--- src/hw/rtl/bbc_pkg.sv ---
`default_nettype none

package bbc_pkg;

  // Byte codes of the brackets
  localparam logic [7:0] CHAR_ROUND_OPEN   = 8'h28;  // (
  localparam logic [7:0] CHAR_ROUND_CLOSE  = 8'h29;  // )
  localparam logic [7:0] CHAR_CURLY_OPEN   = 8'h7B;  // {
  localparam logic [7:0] CHAR_CURLY_CLOSE  = 8'h7D;  // }
  localparam logic [7:0] CHAR_SQUARE_OPEN  = 8'h5B;  // [
  localparam logic [7:0] CHAR_SQUARE_CLOSE = 8'h5D;  // ]

  // Stack entry codes
  localparam logic [1:0] CODE_ROUND  = 2'd0;
  localparam logic [1:0] CODE_CURLY  = 2'd1;
  localparam logic [1:0] CODE_SQUARE = 2'd2;

  // Verdict codes
  localparam logic [1:0] VERDICT_BALANCED   = 2'd0;
  localparam logic [1:0] VERDICT_UNBALANCED = 2'd1;
  localparam logic [1:0] VERDICT_OVERFLOW   = 2'd2;

  // Request queue between front and back
  localparam int QUEUE_DEPTH = 4;
  localparam int QUEUE_PTR_W = 2;

  typedef enum logic [1:0] {
    KIND_NONE,
    KIND_OPEN,
    KIND_CLOSE
  } kind_e;

  typedef struct packed {
    kind_e      kind;
    logic [1:0] code;
    logic       last;
  } op_t;

endpackage

`default_nettype wire

--- src/hw/rtl/bbc_back.sv ---
`default_nettype none

module bbc_back #(
  parameter int STACK_DEPTH = 64
) (
  input  wire logic         clk_i,
  input  wire logic         rst_ni,
  input  wire logic         q_valid_i,
  input  wire bbc_pkg::op_t q_op_i,
  output logic              q_pop_o,
  output logic              out_valid_o,
  input  wire logic         out_stall_i,
  output logic [1:0]        verdict_o
);

  localparam int LvlW  = $clog2(STACK_DEPTH + 1);
  localparam int AddrW = $clog2(STACK_DEPTH);
  localparam logic [LvlW-1:0] LvlFull = LvlW'(STACK_DEPTH);

  // Stack memory; top entry is also held in top_q, and the entry under it
  // is prefetched into rd_data_q every cycle.
  logic [1:0]        stack_mem [STACK_DEPTH];
  logic [1:0]        rd_data_q;
  logic [AddrW-1:0]  rd_addr;
  logic [AddrW-1:0]  wr_addr;
  logic              wr_en;
  logic [LvlW-1:0]   rd_level;

  logic [LvlW-1:0]   level_q, level_d;
  logic [1:0]        top_q, top_d;
  logic              mismatch_q, mismatch_d;
  logic              overflow_q, overflow_d;
  logic              out_valid_q, out_valid_d;
  logic [1:0]        verdict_q, verdict_d;
  logic              do_step;
  logic              top_match;

  assign do_step   = q_valid_i && (!q_op_i.last || !out_valid_q || !out_stall_i);
  assign q_pop_o   = do_step;
  assign top_match = (level_q != '0) && (top_q == q_op_i.code);

  always_comb begin
    level_d     = level_q;
    top_d       = top_q;
    mismatch_d  = mismatch_q;
    overflow_d  = overflow_q;
    wr_en       = 1'b0;
    wr_addr     = level_q[AddrW-1:0];
    out_valid_d = out_valid_q && out_stall_i;
    verdict_d   = verdict_q;

    if (do_step) begin
      case (q_op_i.kind)
        bbc_pkg::KIND_OPEN: begin
          if (level_q == LvlFull) begin
            overflow_d = 1'b1;
          end else begin
            wr_en   = 1'b1;
            level_d = level_q + 1'b1;
            top_d   = q_op_i.code;
          end
        end
        bbc_pkg::KIND_CLOSE: begin
          if (top_match) begin
            level_d = level_q - 1'b1;
            top_d   = rd_data_q;
          end else begin
            mismatch_d = 1'b1;
          end
        end
        default: begin
        end
      endcase

      if (q_op_i.last) begin
        out_valid_d = 1'b1;
        if (overflow_d) begin
          verdict_d = bbc_pkg::VERDICT_OVERFLOW;
        end else if (mismatch_d || (level_d != '0)) begin
          verdict_d = bbc_pkg::VERDICT_UNBALANCED;
        end else begin
          verdict_d = bbc_pkg::VERDICT_BALANCED;
        end
        level_d    = '0;
        mismatch_d = 1'b0;
        overflow_d = 1'b0;
      end
    end

    // entry just below the next top; garbage below two entries is never used
    rd_level = level_d - LvlW'(2);
    rd_addr  = rd_level[AddrW-1:0];
  end

  always_ff @(posedge clk_i or negedge rst_ni) begin
    if (!rst_ni) begin
      level_q     <= '0;
      mismatch_q  <= 1'b0;
      overflow_q  <= 1'b0;
      out_valid_q <= 1'b0;
    end else begin
      level_q     <= level_d;
      mismatch_q  <= mismatch_d;
      overflow_q  <= overflow_d;
      out_valid_q <= out_valid_d;
    end
  end

  always_ff @(posedge clk_i) begin
    top_q     <= top_d;
    verdict_q <= verdict_d;
  end

  always_ff @(posedge clk_i) begin
    if (wr_en) begin
      stack_mem[wr_addr] <= q_op_i.code;
    end
    rd_data_q <= stack_mem[rd_addr];
  end

  assign out_valid_o = out_valid_q;
  assign verdict_o   = verdict_q;

  a_level_bound: assert property (@(posedge clk_i) disable iff (!rst_ni)
    level_q <= LvlFull)
    else $error("stack level beyond depth");

  a_clear_after_last: assert property (@(posedge clk_i) disable iff (!rst_ni)
    (do_step && q_op_i.last) |=> (level_q == '0 && !mismatch_q && !overflow_q
                                  && out_valid_q))
    else $error("state not cleared after end of text");

  a_overflow_on_full_push: assert property (@(posedge clk_i) disable iff (!rst_ni)
    (do_step && !q_op_i.last && q_op_i.kind == bbc_pkg::KIND_OPEN
     && level_q == LvlFull) |=> (overflow_q && level_q == LvlFull))
    else $error("push on full stack not flagged");

endmodule

`default_nettype wire

--- config.mk ---
export PLATFORM = sky130hd
export DESIGN_NAME = bbc_back
export DESIGN_NICKNAME = d
export VERILOG_FILES = /design/src/hw/rtl/bbc_pkg.sv /design/src/hw/rtl/bbc_back.sv
export SDC_FILE = /design/constraint.sdc
export NUM_CORES = 1
export LEC_CHECK = 0
export ABC_AREA = 0
export BUFFER_PORTS_ARGS = -buffer_cell sky130_fd_sc_hd__buf_2
export CAP_MARGIN = 20
export CELL_PAD_IN_SITES_DETAIL_PLACEMENT = 0
export CELL_PAD_IN_SITES_GLOBAL_PLACEMENT = 1
export CORE_AREA = 2 2 115 117
export CTS_CLUSTER_DIAMETER = 50
export DETAILED_ROUTE_END_ITERATION = 8
export DIE_AREA = 0 0 117 119
export GPL_TIMING_DRIVEN = 0
export PLACE_DENSITY_LB_ADDON = 0.1
export SETUP_SLACK_MARGIN = 0.02
export SLEW_MARGIN = 20
export SYNTH_ARGS = -nofsm -noshare
export SYNTH_HDL_FRONTEND = slang
export SYNTH_SLANG_ARGS = --single-unit
export TNS_END_PERCENT = 10
--- constraint.sdc ---
create_clock -name clk_i -period 11.26 [get_ports clk_i]
set_input_delay 0.563 -clock clk_i [delete_from_list [all_inputs] [get_ports clk_i]]
set_output_delay 0.563 -clock clk_i [all_outputs]
set_load 0.01 [all_outputs]
**Word-level counts from Yosys, hierarchy flattened**

Memories as Yosys holds them, arrays and structs flattened. A register that Yosys moved wholly into a read port is not among the register bits.
Cells that the tools add are included.

- Eq/ne operators: 6
- Muxes and demuxes: 25
- Reductions and logical operators: 14
- Add/subtract/negate cells: 3
- Multiply operators: 0
- Div/mod/pow operators: 0
- $lt $le $gt $ge: 0
- Shift operators: 0
- Bitwise logic cells: 0

Operators with widths:

| cell | number |
|---|---|
| 7-bit 2-to-1 mux | 5 |
| 1-bit 2-to-1 mux | 16 |
| 7-bit case mux with 2 select lines | 1 |
| 7-bit nonzero test | 2 |
| 7-bit by 1-bit adder with 7-bit output (second input constant) | 1 |
| 7-bit == test (second input constant) | 1 |
| 7-bit by 1-bit subtractor with 7-bit output (second input constant) | 1 |
| 6-bit by 2-bit subtractor with 6-bit output (second input constant) | 1 |
| 2-bit 2-to-1 mux | 2 |
| 2-bit != test (second input constant) | 2 |
| 2-bit case mux with 2 select lines | 1 |
| 4-bit AND reduction | 1 |
| 1-bit logical AND | 3 |
| 1-bit logical NOT | 3 |
| 1-bit logical OR | 3 |
| 2-bit by 1-bit == test with 1-bit output (second input constant) | 1 |
| 2-bit == test | 1 |
| 2-bit == test (second input constant) | 1 |
| 2-bit AND reduction | 1 |
| 2-bit nonzero test | 1 |

- Memory bits (writable): 128
- Register bits: 14
- Memories kept: 1
- Bits in read-only memories: 0
- Latch bits: 0
- Input bits: 9
- Output and inout bits: 4

Memories:

| memory | depth | width | read ports | clocked after Yosys merged registers in | write ports | RTL line | RTL |
|---|---|---|---|---|---|---|---|
| stack_mem | 64 | 2 | 1 | 1 | 1 | bbc_back.sv:22 | `logic [1:0] stack_mem [STACK_DEPTH];` |

**Depth between registers and ports, before layout**

Gate-level depths: netlist (run 1).

- Word-level depth: 8
- Depth in mapped cells: 17

**Worst setup path after synthesis (run 1)**

Ideal clock, no wire load.

- Path type: flip-flop to flip-flop
- Start point: reg level_q[0]
- End point: reg rd_data_q[1], read port of stack_mem
- Arrival time: 3.745 ns
- Buffers on the path: 3
- Cell stages (with the launch flop): 17
- Library setup time: 0.058 ns
- Path slack: 7.457 ns
- Path through: dfrtp_1 > inv_1 > ha_1 > nor3b_1 > nand2_1 > a2111oi_0 > or3_4 > inv_2 > buf_6 > ha_1 > clkbuf_1 > clkinv_1 > clkbuf_1 > a2111oi_0 > a221oi_1 > a221oi_2 > a21o_1

- Cells in the longest elaborated chain, start to end: 8
- Elaborated cells between the ends (all ways): 12

Ends and longest elaborated chain:

| item | RTL line | RTL |
|---|---|---|
| start: declaration | bbc_back.sv:29 | `logic [LvlW-1:0] level_q, level_d;` |
| start signal: assignment | bbc_back.sv:102 | `level_q <= level_d;` |
| parallel branches: the longest is 6 deep, another holds 7-bit by 1-bit subtractor with 7-bit output | - |  |
| 7-bit 2-to-1 mux * | bbc_back.sv:52 | `if (do_step) begin` |
| 6-bit by 2-bit subtractor with 6-bit output * | bbc_back.sv:91 | `rd_level = level_d - LvlW'(2);` |
| end: declaration | bbc_back.sv:23 | `logic [1:0] rd_data_q;` |

Mark *: on every way between the ends. The select of a mux whose other input is x is not followed.
A chain may end at the register's enable or synchronous reset.

**Worst setup path in the final report (run 1)**

Same ends and word-level chain as after synthesis.

==> impl_metrics.env, run 1 <==
export IMPL_hold_class="input pin to async pin"
export IMPL_holdBufCountCts=0
export IMPL_htree_levels=4
export IMPL_worst_r2r_cell_count=16
export IMPL_antenna_found_initial=0
export IMPL_reg2reg_from="level_q[0]"
export IMPL_critPathMaxFanout=10
export IMPL_synth_ff_latch_count=144
export IMPL_cts_resized=0
export IMPL_routedWlPerCell_um=22.9
export IMPL_cts_buffers=17
export IMPL_gp_congestion=0.951
export IMPL_cap_violations=0
export IMPL_tightest_slew_ns=0.815
export IMPL_worstSetupEndpointType="flip-flop"
export IMPL_fin_tns_setup_ns=0
export IMPL_synth_edff_count=132
export IMPL_outcome="finished, final reports clean"
export IMPL_antenna_cells=0
export IMPL_cp_start_kind="flip-flop"
export IMPL_path_delay_family="buffers and inverters"
export IMPL_synthArstFlopShare_pct=6.94
export IMPL_setup_violations=0
export IMPL_ys_seq_area_share_pct=62.1
export IMPL_clk_pin_slew_ns=0.06
export IMPL_hpwlAfterDp_mm=10.6
export IMPL_grt_pass1_vias=4283
export IMPL_final_util_pct=60.3
export IMPL_root_buffer="clkbuf_16"
export IMPL_rrSetupSlack_ns=6.07
export IMPL_synth_flop_cell="edfxtp_1"
export IMPL_syn_nets=516
export IMPL_cp_slowest_stage_delay_ns=0.63
export IMPL_num_nets_final=547
export IMPL_max_freq_mhz=193
export IMPL_critical_path_buf_inv_count=6
export IMPL_vias_per_cell=6.10
export IMPL_drv_slew=0
export IMPL_slew_headroom_pct=45.7
export IMPL_track_usage_pct=25.6
export IMPL_grt_max_degree=67
export IMPL_crit_path_top_delay_cell="a2111oi_0"
export IMPL_core_region_area_um2=12900
export IMPL_rows=42
export IMPL_filler_cell_count=1034
export IMPL_insertion_delay_ns=0.42
export IMPL_timing_rr_end="rd_data_q[1]"
export IMPL_skew_ns=0.00683
export IMPL_arrival_ns=5.55
export IMPL_syn_cell_area_um2=6850
export IMPL_multiInputGateArea_um2=2380
export IMPL_final_seq_area_um2=4250
export IMPL_cp_required_ns=11.62
export IMPL_portBuffers=12
export IMPL_drive_gt1_share_pct=15.8
export IMPL_grt_pass1_wl_mm=25.3
export IMPL_die_area_um2=13900
export IMPL_die_h_um=119
export IMPL_cp_cell_sequence="inv_1, ha_1, nor3b_1, nand2_1, a2111oi_0, or3_4, inv_2, buf_6, ha_1, clkbuf_1, clkinv_1, clkbuf_1, a2111oi_0, a221oi_1, a221oi_2, a21o_1"
export IMPL_startpoint="level_q[0]"
export IMPL_via_count=4403
export IMPL_post_cts_buffers=0
export IMPL_period_needed_ns=5.19
export IMPL_cts_sinks=144
export IMPL_cts_tree="built"
export IMPL_hold_viol=0
export IMPL_p_per_area_nw_per_um2=167
export IMPL_clk_path_buf_depth=2
export IMPL_ir_worst_vdd_mv=0.118
export IMPL_grt_ovfl_total=0
export IMPL_critical_path_class="flip-flop to flip-flop"
export IMPL_total_power_w=0.00129
export IMPL_post_route_period_util_pct=46.1
export IMPL_syn_inst=502
export IMPL_start_util_pct=53.2
export IMPL_num_io_pins=13
export IMPL_rsz0062_at_grt="false"
export IMPL_drtAntennaViolNets=0
export IMPL_areaGrowthSynthToFinish_pct=13.4
export IMPL_drc=0
export IMPL_postSynthAreaPerCell_um2=13.6
export IMPL_stdcell_count=722
export IMPL_yosys_warnings=0
export IMPL_drt_pre_antenna_iters=6
export IMPL_fp_dieW_um=117
export IMPL_placedCellCount=690
export IMPL_drt_total_wl_mm=16.5
export IMPL_synth_cell_type_count=69
export IMPL_drt_initial_drc_count=479
export IMPL_p_leak_nw=2.75
-- metrics by stage --
stage	area (um^2)	hold WS, ns	worst slack [ns]
5_1_grt	7770	0.00870	5.71
6_report	7770	0.00525	6.07
3_3_place_gp	7130	0.452	5.59
3_5_place_dp	7130	0.457	5.58
4_1_cts	7760	0.00383	6.01
2_1_floorplan	6850	0.267	7.46
-- routing by layer --
layer,wire length [um],global-route usage [%]
met1,7100,38.0
met4,305,8.38
met5,0,0
met2,7980,38.6
met3,1160,4.73
-- layout make-up --
type                       count  share of cell area, %
buffer                        25                   2.13
inverter                      13                  0.628
timing repair buffer          12                  0.838
sequential                   144                   54.8
clock inverter                14                   2.64
tap                          176                   2.84
clock buffer                  18                   5.53
multi-input combinational    320                   30.6
-- placed cells by master (no fill, tap or decap), drive strengths merged, types with 4 or more instances in the layout --
master  count
nand3      18
clkbuf     30
a21oi      12
nand2b      7
ha          5
o211ai      8
a22o        4
bufinv      4
clkinv      5
mux2i      27
buf        25
mux2        8
inv        16
nand2      33
a31oi       4
o22ai       4
mux4       20
edfxtp    132
o21ai       7
nor2       93
dfrtp      10
a221o       4
a221oi      6
and3        4
nor3        5
-- cells in the mapped netlist, drive strengths merged (8+ instances only) --
cell type    n  area, um^2
a21oi       12        63.8
buf         13         120
dfrtp       10         250
clkbuf      12        45.0
mux2i       27         270
o211ai       8        73.8
nand2       33         124
edfxtp     132        3960
nor2        93         349
nand3       18        90.1
inv         12        45.1
mux2         8        90.1
mux4        20         495
-- report_power, final --
part | switching [W] | internal (W) | total (W)
logic | 0.0000655 | 0.0000397 | 0.000105
registers | 0.00000217 | 0.000588 | 0.000590
clock network | 0.000224 | 0.000375 | 0.000599
total | 0.000292 | 0.00100 | 0.00129
-- worst max-delay path by stage --
stage | endpoint | cells after the start
after floorplan | rd_data_q[1] | 16
after global placement | rd_data_q[0] | 16
after detailed placement | rd_data_q[1] | 15
after CTS | rd_data_q[1] | 15
after global routing | rd_data_q[1] | 16
final | rd_data_q[1] | 16
-- cells by family after synthesis --
logic type      count (synthesis)  share of synthesized area, %
fa+ha+maj                       5                         0.914
flops                         144                          62.1
simple gates                  185                          12.8
compound gates                 72                          8.19
xor+xnor                        3                         0.384
mux                            55                          12.5
buf+inv                        38                          3.12
-- registers in the layout, summed over array words and instances (netlist names) --
name / cells
level_q: 7
mismatch_q: 1
out_valid_o: 1
overflow_q: 1
rd_data_q: 2
stack_mem: 128
top_q: 2
verdict_o: 2
No activity file was read; power rests on OpenSTA's default activity.
==> run 2: changes to the inputs <==
Settings changed: ABC_AREA 0 to 1, CORE_AREA 2 2 115 117 to 2 2 130 132, DIE_AREA 0 0 117 119 to 0 0 132 134.
Clock period 11.26 ns to 4.3 ns, I/O delays scaled along.
==> impl_metrics.env, run 2 <==
export IMPL_outcome="finished, final reports clean"
export IMPL_final_cell_area_um2=8150
export IMPL_drt_pre_antenna_iters=7
export IMPL_tightest_slew_ns=0.831
export IMPL_worstSetupEndpointType="flip-flop"
export IMPL_cap_violations=0
export IMPL_cp_cell_sequence="inv_1, ha_1, nand2_1, nor2_2, nand2_2, nand2_2, nand2_2, nand2_1, nand2_1, nand2_2, a21oi_4, buf_2, ha_1, clkbuf_1, inv_1, buf_2, nand3_1, nand3_1, nand3_1, nand3_1, nand2_1"
export IMPL_drive_gt1_share_pct=10.6
export IMPL_insertion_delay_ns=0.43
export IMPL_root_buffer="clkbuf_16"
export IMPL_largest_reg_flops=128
export IMPL_num_io_pins=13
export IMPL_grt_ovfl_total=0
export IMPL_cp_required_ns=4.60
export IMPL_path_delay_family="buffers and inverters"
export IMPL_num_nets_final=814
export IMPL_reg_top3="stack_mem: 128 flops, level_q: 7 flops"
export IMPL_start_util_pct=44.4
export IMPL_synth_top_area_share_pct=54.8
export IMPL_ys_seq_area_share_pct=58.9
export IMPL_vias_per_cell=5.45
export IMPL_cts_tree="built"
export IMPL_via_count=5621
export IMPL_portBuffers=12
export IMPL_antenna_found_initial=0
export IMPL_p_leak_nw=3.28
export IMPL_syn_cell_area_um2=7230
export IMPL_routedWlPerCell_um=20.2
export IMPL_regMostFlops="stack_mem"
export IMPL_total_power_w=0.00367
export IMPL_slew_headroom_pct=44.4
export IMPL_crit_path_top_delay_cell="dfrtp_1"
export IMPL_critPathMaxFanout=10
export IMPL_drt_total_wl_mm=20.8
export IMPL_pwr_share_comb_pct=18.4
export IMPL_seq_power_share_pct=42.8
export IMPL_fp_dieW_um=132
export IMPL_yosys_area_top_type="edfxtp_1"
export IMPL_grt_pass1_wl_mm=31.6
export IMPL_p_int_w=0.00260
export IMPL_core_region_area_um2=16300
export IMPL_yosys_warnings=0
export IMPL_switching_power_w=0.00107
export IMPL_final_common_cell="nand3_1"
export IMPL_rsz0062_at_grt="false"
export IMPL_dp_slack_ns=-0.107
export IMPL_htree_levels=4
export IMPL_arrival_ns=4.13
export IMPL_synth_cell_type_count=34
export IMPL_skew_ns=0.00778
export IMPL_postSynthAreaPerCell_um2=9.42
export IMPL_cts_sinks=144
export IMPL_grt_max_degree=67
export IMPL_drv_slew=0
export IMPL_place_area_um2=7570
export IMPL_antenna_cells=0
export IMPL_ir_worst_vdd_mv=0.318
export IMPL_syn_inst=767
export IMPL_critical_path_buf_inv_count=5
export IMPL_drtAntennaViolNets=0
export IMPL_clk_path_buf_depth=2
export IMPL_period_needed_ns=3.83
export IMPL_cts_buffers=17
export IMPL_power_frac_clock_pct=38.8
export IMPL_synth_edff_count=132
export IMPL_cp_slowest_stage_delay_ns=0.51
export IMPL_synth_top_cells_by_area="edfxtp_1 55%, nand3_1 11%, nand2_1 7.4%"
export IMPL_ys_top_cells_by_count="157 x nand3_1, 142 x nand2_1, 132 x edfxtp_1"
export IMPL_stdcell_count=1032
export IMPL_drt_initial_drc_count=589
export IMPL_rows=47
export IMPL_post_route_period_util_pct=89.0
export IMPL_synth_most_common_cell="nand3_1"
export IMPL_die_area_um2=17700
export IMPL_setup_violations=0
export IMPL_most_common_layout_cells="157 x nand3_1, 142 x nand2_1, 132 x edfxtp_1"
export IMPL_syn_nets=781
export IMPL_max_freq_mhz=261
export IMPL_synthArstFlopShare_pct=6.94
export IMPL_clk_pin_slew_ns=0.06
export IMPL_hold_class="input pin to flip-flop"
export IMPL_hold_viol=0
export IMPL_p_per_area_nw_per_um2=450
export IMPL_grt_pass1_vias=5568
export IMPL_track_usage_pct=24.3
export IMPL_cp_start_kind="flip-flop"
export IMPL_critical_path_class="flip-flop to flip-flop"
export IMPL_placedCellCount=999
export IMPL_gp_congestion=0.878
export IMPL_p_sw_share_pct=29.1
export IMPL_synth_ff_latch_count=144
export IMPL_drc=0
export IMPL_die_h_um=134
export IMPL_setup_ws_ns=0.473
export IMPL_synth_flop_cell="edfxtp_1"
export IMPL_areaGrowthSynthToFinish_pct=12.8
export IMPL_hpwlAfterDp_mm=13.8
[run 2: logic make-up after synthesis]
kind of cell	after synthesis	share of synthesized area, %
compound gates	24	2.20
xor+xnor	4	0.485
fa+ha+maj	5	0.866
buf+inv	145	8.85
flops	144	58.9
simple gates	445	28.7
[run 2: final cells by class]
cell class	count	area [um^2]
Timing Repair Buffer	14	82.6
Tap cell	220	275
Sequential cell	144	4250
Multi-Input combinational cell	478	2330
Clock inverter	14	143
Buffer	32	214
Fill cell	1569	8140
Inverter	113	427
Clock buffer	17	425
[run 2: per-stage QoR]
step / TNS (ns) / util, % / hold WS (ns)
after global routing: 0 / 50.1 / 0.0435
final: 0 / 50.1 / 0.0396
after CTS: 0 / 50.0 / 0.0252
after global placement: -0.993 / 46.4 / 0.0849
after floorplan: 0 / - / -0.0806
after detailed placement: -0.196 / 46.5 / 0.0952
[run 2: worst paths after layout]
check,start,to,slack [ns],depth (start not counted)
setup / recovery,level_q[1],rd_data_q[0],0.47,21
hold / removal,q_op_i[0],level_q[6],0.04,2
setup reg to reg,level_q[1],rd_data_q[0],0.47,21
hold reg to reg,out_valid_o,out_valid_o,0.51,2
max in group asynchronous,rst_ni,mismatch_q,3.89,2
min in group asynchronous,rst_ni,level_q[1],0.20,2
[run 2: timing repair]
action,4_1_cts,5_1_grt
hold endpoints to repair,10,0
buffers inserted,0,1
resized for setup,0,2
setup endpoints to repair,0,2
hold buffers,1,0
[run 2: routing by layer]
metal  vias up  part of all wire [%]  GRT usage [%]
met4         0                   1.8           6.58
met5         -                     0              0
met2       184                    47           39.8
li1       2638                     -              -
met1      2768                    44           32.4
met3        31                   6.6           6.01
[run 2: power by group through the flow]
stage | combinational, W | clock [W] | sequential (W)
global placement | 0.000657 | 0 | 0.00160
finish | 0.000675 | 0.00142 | 0.00157
detailed placement | 0.000664 | 0 | 0.00160
global route | 0.000739 | 0.00150 | 0.00157
CTS | 0.000667 | 0.00143 | 0.00157
floorplan | 0.000434 | 0 | 0.00160
==> run 3: changes to the inputs <==
Settings changed: PLACE_DENSITY set to 0.73, PLACE_DENSITY_LB_ADDON 0.1 to not set.
==> impl_metrics.env, run 3 (synthesis gave the netlist of run 2 again) <==
export IMPL_outcome="finished, final reports clean"
export IMPL_grt_pass1_wl_mm=31.1
export IMPL_startpoint="level_q[1]"
export IMPL_drt_pre_antenna_iters=5
export IMPL_areaGrowthSynthToFinish_pct=13.4
export IMPL_insertion_delay_ns=0.43
export IMPL_max_freq_mhz=260
export IMPL_die_area_um2=17700
export IMPL_cp_start_kind="flip-flop"
export IMPL_rows=47
export IMPL_num_io_pins=13
export IMPL_setup_ws_ns=0.457
export IMPL_num_nets_final=814
export IMPL_antenna_cells=0
export IMPL_grt_ovfl_total=0
export IMPL_core_region_area_um2=16300
export IMPL_tightest_slew_ns=0.765
export IMPL_drt_total_wl_mm=20.1
export IMPL_drc=0
export IMPL_placedCellCount=999
export IMPL_drive_gt1_share_pct=10.8
export IMPL_start_util_pct=44.4
export IMPL_drtAntennaViolNets=0
export IMPL_timing_rr_end="rd_data_q[1]"
export IMPL_clk_pin_slew_ns=0.06
export IMPL_clk_path_buf_depth=2
export IMPL_cp_required_ns=4.61
export IMPL_cap_violations=0
export IMPL_hold_class="input pin to flip-flop"
export IMPL_routedWlPerCell_um=19.4
export IMPL_reg2reg_from="level_q[1]"
export IMPL_cp_endpoint="rd_data_q[1]"
export IMPL_hold_viol=0
export IMPL_antenna_found_initial=0
export IMPL_stdcell_count=1033
export IMPL_critPathMaxFanout=10
export IMPL_cts_tree="built"
export IMPL_rsz0062_at_grt="false"
export IMPL_setup_violations=0
export IMPL_root_buffer="clkbuf_16"
export IMPL_grt_pass1_vias=5568
export IMPL_cts_buffers=17
export IMPL_track_usage_pct=23.7
export IMPL_period_needed_ns=3.84
export IMPL_fin_tns_setup_ns=0
export IMPL_fp_dieW_um=132
export IMPL_most_common_layout_cells="157 x nand3_1, 142 x nand2_1, 132 x edfxtp_1"
export IMPL_htree_levels=4
export IMPL_cts_sinks=144
export IMPL_grt_max_degree=67
export IMPL_final_util_pct=50.3
export IMPL_ir_worst_vdd_mv=0.260
export IMPL_final_common_cell="nand3_1"
export IMPL_vias_per_cell=5.47
export IMPL_worst_r2r_cell_count=21
export IMPL_drv_slew=0
export IMPL_post_route_period_util_pct=89.4
export IMPL_via_count=5647
export IMPL_drt_initial_drc_count=579
export IMPL_die_h_um=134
export IMPL_regMostFlops="stack_mem"
export IMPL_hpwlAfterDp_mm=13.5
export IMPL_p_per_area_nw_per_um2=459
export IMPL_dp_slack_ns=0.0209
export IMPL_gp_congestion=0.910
export IMPL_slew_headroom_pct=48.9
export IMPL_rrSetupSlack_ns=0.46
export IMPL_portBuffers=12
export IMPL_largest_reg_flops=128
export IMPL_critical_path_class="flip-flop to flip-flop"
export IMPL_worstSetupEndpointType="flip-flop"
export IMPL_arrival_ns=4.15
export IMPL_skew_ns=0.00885
export IMPL_reg_top3="stack_mem: 128 flops, level_q: 7 flops"
export IMPL_p_leak_nw=3.31
export IMPL_hold_start="q_op_i[0]"
==> run 3: worst min path at each step <==
stage                  end  slack (ns)  cells past startpoint
2_1_floorplan   level_q[0]       -0.08                      0
6_report        level_q[6]        0.03                      2
5_1_grt         level_q[6]        0.03                      2
3_3_place_gp   out_valid_o        0.08                      1
3_5_place_dp   out_valid_o        0.09                      1
4_1_cts         level_q[6]        0.01                      2
==> run 3: critical path: stages (launching register included) <==
cell and delay [ns]:
dfrtp_1 0.51, inv_1 0.17, ha_1 0.25, nand2_1 0.11, nor2_2 0.05, nand2_2 0.08, nand2_2 0.10, nand2_2 0.13
nand2_1 0.05, nand2_1 0.08, nand2_2 0.09, a21oi_4 0.19, buf_2 0.26, ha_1 0.26, clkbuf_1 0.24, inv_1 0.31
buf_2 0.32, nand3_1 0.12, nand3_1 0.12, nand3_1 0.09, nand3_1 0.08, nand2_1 0.07
==> run 3: power breakdown <==
group	leakage (nW)	internal (W)	switching [W]
clock	0.294	0.000920	0.000604
combinational	1.67	0.000197	0.000466
sequential	1.34	0.00155	0.0000170
total	3.31	0.00267	0.00109
==> run 3: layout make-up <==
type,count,area (um^2)
Buffer,32,214
Clock buffer,17,425
Clock inverter,15,183
Fill cell,1559,8100
Inverter,113,427
Multi-Input combinational cell,478,2330
Sequential cell,144,4250
Tap cell,220,275
Timing Repair Buffer,14,82.6
==> run 3: per-layer routing <==
metal  share of wire (%)  vias to the layer above  track usage [%]  routed length [um]
li1                    -                     2640                -                   -
met1                  44                     2761             31.2                8810
met2                  48                      219             38.7                9540
met3                 6.9                       27             5.78                1380
met4                 1.6                        0             7.61                 325
met5                   0                        -                0                   0
==> run 3: timing repair <==
item | CTS | global route
endpoints found under the setup margin | 0 | 2
endpoints found under the hold margin | 10 | 0
gates resized for setup | 0 | 2
buffers inserted | 0 | 1
hold buffers | 1 | 0
==> run 3: through the flow <==
stage,hold WS [ns],cell area (um^2),power (W)
floorplan,-0.0806,7230,0.00203
global placement,0.0844,7560,0.00224
detailed placement,0.0919,7570,0.00225
CTS,0.0150,8190,0.00375
global route,0.0296,8190,0.00390
finish,0.0279,8190,0.00376
